File: config.mk
export PLATFORM = sky130hd
export DESIGN_NAME = jac_iter
export DESIGN_NICKNAME = d
export VERILOG_FILES = /design/src/hdl/jac_pkg.sv /design/src/hdl/jac_iter.sv
export SDC_FILE = /design/constraint.sdc
export NUM_CORES = 1
export LEC_CHECK = 0
export BUFFER_PORTS_ARGS = -buffer_cell sky130_fd_sc_hd__buf_2
export CELL_PAD_IN_SITES_DETAIL_PLACEMENT = 2
export CELL_PAD_IN_SITES_GLOBAL_PLACEMENT = 2
export CORE_MARGIN = 2
export CORE_UTILIZATION = 30
export DETAILED_ROUTE_END_ITERATION = 6
export GPL_ROUTABILITY_DRIVEN = 0
export PLACE_DENSITY_LB_ADDON = 0.1
export RECOVER_POWER = 25
export REMOVE_ABC_BUFFERS = 1
export SLEW_MARGIN = 40
export SYNTH_ARGS = -nofsm -noshare
export SYNTH_HDL_FRONTEND = slang
export SYNTH_SLANG_ARGS = --single-unit
File: constraint.sdc
create_clock -name clk_i -period 29.1 [get_ports clk_i]
set_input_delay 5.82 -clock clk_i [delete_from_list [all_inputs] [get_ports clk_i]]
set_output_delay 5.82 -clock clk_i [all_outputs]
set_load 0.005 [all_outputs]
File: src/hdl/jac_pkg.sv
`timescale 1ns / 1ps

package jac_pkg;

  // Internal word for matrix entries, rotation terms and partial results.
  localparam int unsigned W_INT = 64;
  // Eigenvector entries on the output are Q1.30 in this many bits.
  localparam int unsigned VEC_W = 32;
  // Iterations of the shared root and quotient unit for one operation.
  localparam int unsigned ITER_STEPS = 32;
  localparam int unsigned ITER_CNT_W = $clog2(ITER_STEPS);

  localparam int unsigned DATA_WIDTH_DEF = 32;
  localparam int unsigned MAX_SWEEPS_DEF = 10;

  // Convergence ratio between the diagonal sum and the off-diagonal sum.
  localparam logic [31:0] CONV_RATIO = 32'd100000;
  localparam logic signed [W_INT-1:0] Q30_ONE = 64'sd1 <<< 30;

  // Operations of the shared iterative unit.
  typedef enum logic {
    IT_SQRT,
    IT_DIV
  } it_op_e;

  typedef struct packed {
    logic   start;
    it_op_e op;
  } it_req_t;

  typedef struct packed {
    logic busy;
    logic done;
  } it_rsp_t;

  // Magnitude of a two's complement word.
  function automatic logic [W_INT-1:0] mag(input logic signed [W_INT-1:0] v);
    mag = v[W_INT-1] ? W_INT'(-v) : W_INT'(v);
  endfunction

endpackage

File: src/hdl/jac_iter.sv
`timescale 1ns / 1ps

// Shared iterative unit: integer square root or quotient, one bit a cycle.
module jac_iter (
  input  logic                            clk_i,
  input  logic                            rst_ni,
  input  jac_pkg::it_req_t                req_i,
  input  logic [jac_pkg::W_INT-1:0]       arg_a_i,
  input  logic [jac_pkg::W_INT-1:0]       arg_b_i,
  output jac_pkg::it_rsp_t                rsp_o,
  output logic [jac_pkg::W_INT-1:0]       res_o
);

  localparam logic [jac_pkg::ITER_CNT_W-1:0] CNT_LAST =
    jac_pkg::ITER_CNT_W'(jac_pkg::ITER_STEPS - 1);

  jac_pkg::it_op_e                  op_q;
  logic                             busy_q;
  logic                             done_q;
  logic [jac_pkg::ITER_CNT_W-1:0]   cnt_q;
  // Remainder (both operations), root or quotient, and the moving bit or divisor.
  logic [jac_pkg::W_INT-1:0]        x_q;
  logic [jac_pkg::W_INT-1:0]        r_q;
  logic [jac_pkg::W_INT-1:0]        bit_q;
  logic [jac_pkg::W_INT-1:0]        rhs;
  logic [jac_pkg::W_INT-1:0]        diff;
  logic                             ge;

  // The one compare and subtract that both operations share.
  always_comb begin
    rhs  = (op_q == jac_pkg::IT_SQRT) ? r_q + bit_q : bit_q;
    ge   = (x_q >= rhs);
    diff = x_q - rhs;
  end

  always_ff @(posedge clk_i or negedge rst_ni) begin
    if (!rst_ni) begin
      busy_q <= 1'b0;
      done_q <= 1'b0;
      cnt_q  <= '0;
      op_q   <= jac_pkg::IT_SQRT;
    end else begin
      done_q <= 1'b0;
      if (req_i.start) begin
        op_q   <= req_i.op;
        x_q    <= arg_a_i;
        r_q    <= '0;
        bit_q  <= (req_i.op == jac_pkg::IT_SQRT) ? (64'd1 << 62) : (arg_b_i << 31);
        cnt_q  <= '0;
        busy_q <= 1'b1;
      end else if (busy_q) begin
        if (ge) begin
          x_q <= diff;
        end
        if (op_q == jac_pkg::IT_SQRT) begin
          r_q   <= ge ? (r_q >> 1) + bit_q : (r_q >> 1);
          bit_q <= bit_q >> 2;
        end else begin
          r_q   <= {r_q[jac_pkg::W_INT-2:0], ge};
          bit_q <= bit_q >> 1;
        end
        cnt_q <= cnt_q + 1'b1;
        if (cnt_q == CNT_LAST) begin
          busy_q <= 1'b0;
          done_q <= 1'b1;
        end
      end
    end
  end

  assign rsp_o.busy = busy_q;
  assign rsp_o.done = done_q;
  assign res_o      = r_q;

endmodule

## Yosys cells after proc, flatten, opt, wreduce, memory -nomap -nowiden

Index checks and enable logic that the tools add are counted.

| word-level totals | value |
|---|---|
| bits in registers | 200 |
| output and inout port bits | 66 |

| cells by class | value |
|---|---|
| add/subtract/negate cells | 4 |
| order comparisons | 1 |
| equality and inequality tests | 1 |
| muxes and demuxes | 19 |
| reductions and logical operators | 4 |

Operators by type and width:

| kind | count |
|---|---|
| two-way mux 64 bit | 10 |
| adder 63 x 64 -> 64 bit | 1 |
| adder 64 bit | 1 |
| greater-or-equal comparator 64 bit | 1 |
| subtractor 64 bit | 1 |
| two-way mux 63 bit | 1 |
| two-way mux 5 bit | 2 |
| two-way mux 1 bit | 6 |
| adder 5 x 1 -> 5 bit, second input constant | 1 |
| equality test 5 bit, second input constant | 1 |
| nonzero test 2 bit | 2 |
| AND reduction 3 bit | 1 |
| AND reduction 2 bit | 1 |

## Depth between registers and ports, before layout

| logic depth | value |
|---|---|
| word-level depth | 6 |
| gate-level depth with buffers | 28 |
| mapped depth without buffers | 24 |

## Least setup slack after synthesis

Ideal clock, no wire load.

| timing | value |
|---|---|
| path kind | in2reg |
| start | in req_i[1] in the netlist's numbering |
| end | reg x_q[0] in the netlist's numbering, enable pin |
| setup time | 584 ps |
| arrival | 14,195 ps |
| slack | 14,321 ps |
| stages | 5 |
| path buffers | 2 |
| cells stage by stage | clkbuf_1 clkbuf_1 nor2_1 nor2b_1 a21boi_0 |

| between the ends | value |
|---|---|
| word-level cells in the longest chain between the ends | 2 |
| elaborated cells on any way between the ends | 3 |
| classes of those cells | reduce/logical (3) |

Ends and longest elaborated chain:

| element | RTL line | source |
|---|---|---|
| start, declared | jac_iter.sv:7 | `input jac_pkg::it_req_t req_i,` |
| nonzero test 2 bit (no line) | - |  |
| AND reduction 3 bit (no line) * | - |  |
| end signal, assigned | jac_iter.sv:46 | `x_q <= arg_a_i;` |
| end signal, assigned | jac_iter.sv:53 | `x_q <= diff;` |
| end, declared | jac_iter.sv:22 | `logic [jac_pkg::W_INT-1:0] x_q;` |

Mark *: on every way between the ends. The rest lies on a longest branch, timed or not.
A chain may end at the register's enable or synchronous reset.

## Worst setup path after layout

| timing | value |
|---|---|
| start | in req_i[1] in the netlist's numbering |
| end | reg bit_q[56] in the netlist's numbering (data pin) |

| between the ends | value |
|---|---|
| word-level cells in the longest chain between the ends | 1 |

Ends and longest elaborated chain:

| element | RTL line | source |
|---|---|---|
| two-way mux 64 bit | jac_iter.sv:44 | `if (req_i.start) begin` |
| end signal, assigned | jac_iter.sv:48 | `bit_q <= (req_i.op == jac_pkg::IT_SQRT) ? (64'd1 << 62) : (arg_b_i << 31);` |
| end signal, assigned | jac_iter.sv:57 | `bit_q <= bit_q >> 2;` |
| end signal, assigned | jac_iter.sv:60 | `bit_q <= bit_q >> 1;` |
| end, declared | jac_iter.sv:24 | `logic [jac_pkg::W_INT-1:0] bit_q;` |

Every way passes these cells.

==> metrics.yaml <==
run_status:
  status: "finished with violations"
  violations: "capacitance limit, slew limit"
clocking:
  path_clk_slew_ns: 0.09
  cts_tree: "built"
  cts_sinks: 200
  htreeDepth: 4
  cts_resized: 0
  root_buffer: "clkbuf_16"
  clockBufferDepth: 2
  cts_hold_buf: 0
  clkLatencyLatePin_ns: 0.53
  numCtsBuffers: 17
  postCtsSetupRepairBufs: 0
synth:
  syn_avg_cell_area_um2: 8.141
  yosysWarnings: 0
  synth_cell_types: 97
  synth_area_leaders: "edfxtp_1 (26%), ha_1 (11%), a21oi_1 (6.5%), o21ai_0 (5.3%), nand2_1 (5.3%)"
  synth_cells: 2747
  async_flop_share: 0.04000
  synth-edff-count: 192
  synthFlopType: "edfxtp_1"
  synth_top_cell_by_area: "edfxtp_1"
  yosysSeqAreaShare: 0.2668
  ys_ff_latch: 200
  syn_area_um2: 22360
  synth_top_area_share: 0.2578
die:
  die_area_um2: 76750
  start_util: 0.3019
  die_x_um: 277.0
  die_h_um: 277.0
  io_pins: 198
  core_um2: 74070
  row_count: 100
drt:
  wl_per_cell_um: 24.59
  drtAntennaViolNets: 0
  drc: 0
  vias_per_cell: 5.780
  vias: 21801
  drt_iter0_drc: 1292
  wl_met2_mm: 40.70
  wl_met1_mm: 47.94
  wl_met3_mm: 2.472
  firstDrtPassIters: 4
  routed.top_layer: "met4"
  routed_wl_mm: 92.75
placement:
  port_buffers: 166
  dp_hpwl_mm: 72.92
  dp.cells: 3740
  post-place-ws_ns: 20.84
  placed_cell_area_um2: 23910
sta:
  worstMarginPinSlew_ns: 5.726
  final_max_slew_viol_count: 264
  period_share: 0.4250
  finalHoldViolations: 0
  fin_setup_tns_ns: 0
  period_minus_slack_ns: 12.37
  setup_viol: 0
  finClkSkew_ns: 0.02081
  max_slew_margin: -2.818
  fmax_mhz: 80.86
  timing.hold.ws_ns: 0.5621
  rsz0062_at_grt: "no"
  finalWorstSetupSlack_ns: 16.73
finish:
  stdcell_area_um2: 24480
  final_common_cell: "nand2_1"
  nets: 3117
  final_cells: 3772
  post-route-util: 0.3305
  antenna_cells: 0
  drive_above_1_share: 0.1002
  syn_to_final_growth_pct: 9.472
  final_cell_mix: "nand2_1 (315), a21oi_1 (292), o21ai_0 (237)"
critical_path:
  crit_arrival_ns: 12.64
  start_kind: "primary input"
  critical_path_class: "in2reg"
  crit_path_end_kind: "register"
  worstPathMaxFanout: 142
  cp.required_ns: 29.37
pwr:
  power_mw: 2.231
  power.density_nw_per_um2: 91.13
  peakVddDrop_mv: 0.04719
  leakagePower_nw: 10.10
job:
  cap_violations: 4
grt:
  overflow: 0
  grt_pass1_vias: 22952
  antenna_found_initial: 1
  grt_pass1_wl_mm: 142.5
  grt_max_degree: 143
  track_usage: 0.2396
min_path:
  worstHoldPathType: "reg2reg"
registers in the layout, indices dropped and copies added (netlist names):
signal,flops
op_q,1
x_q,64
busy_q,1
res_o,64
done_q,1
bit_q,64
cnt_q,5
synth_stat cells, types with 27 or more instances:
library cell,count
nand2b_1,36
xor2_1,67
edfxtp_1,192
xnor2_1,96
nor3_1,38
nor2_1,206
a21oi_1,292
o21bai_1,40
o21ai_0,237
a211oi_1,39
mux2i_1,96
clkbuf_1,111
nand2_1,315
o211ai_1,27
nand3_1,47
ha_1,192
nor2b_1,31
inv_1,69
a21o_1,120
nand4_1,53
and3_1,32
worst max-delay path, cell delays in order:
cell and delay, ns:
clkbuf_1 1.56, clkbuf_1 4.12, and2_1 0.47, buf_4 0.39, nand2_1 0.11, o21ai_0 0.09
routing by layer:
| metal | up-vias | global-route usage |
|---|---|---|
| met4 | 0 | 0.05546 |
| met2 | 307 | 0.3693 |
| met3 | 66 | 0.02497 |
| li1 | 10326 | - |
| met5 | - | 0 |
| met1 | 11102 | 0.3564 |
final cells by class:
cell class,count,area (um^2)
fillers,8501,49590
repair buffers,187,982.2
inverters,69,259.0
flip-flops and latches,200,5971
clock buffers,19,475.5
multi-input cells,2315,15460
well taps,969,1212
clock inverters,13,123.9
path summary, 6_finish.rpt:
check | start | to | slack, ns | depth (start not counted)
hold reg to reg | cnt_q[4]$_DFFE_PN0N_ | cnt_q[4]$_DFFE_PN0N_ | 0.56 | 2
min in group asynchronous | rst_ni | done_q$_DFF_PN0_ | 5.96 | 1
max in group asynchronous | rst_ni | op_q$_DFFE_PN0P_ | 21.49 | 1
setup reg to reg | res_o[0]$_SDFFCE_PP0P_ | res_o[25]$_SDFFCE_PP0P_ | 21.39 | 24
setup / recovery | req_i[1] | bit_q[56]$_DFFE_PP_ | 16.73 | 6
hold / removal | cnt_q[4]$_DFFE_PN0N_ | cnt_q[4]$_DFFE_PN0N_ | 0.56 | 2
where the power goes:
| part | internal [mW] | leakage (nW) | switching, mW | total (mW) |
|---|---|---|---|---|
| sequential | 0.412 | 2.02 | 0.0815 | 0.493 |
| combinational | 0.553 | 7.78 | 0.916 | 1.47 |
| clock | 0.124 | 0.296 | 0.145 | 0.269 |
kinds of logic (layout without fill, tap and decap cells):
family / after synthesis / in the layout / share of synthesized area
multiplexers: 104 / 104 / 0.04733
AND/OR/NAND/NOR: 849 / 849 / 0.1784
adder cells (fa/ha/maj): 195 / 195 / 0.1101
flip-flops: 200 / 200 / 0.2668
buffers and inverters: 232 / 288 / 0.04347
AO/OA/AOI/OAI: 1004 / 1004 / 0.2901
XOR/XNOR: 163 / 163 / 0.06384
Note: power is estimated with default switching activity, not from simulation.
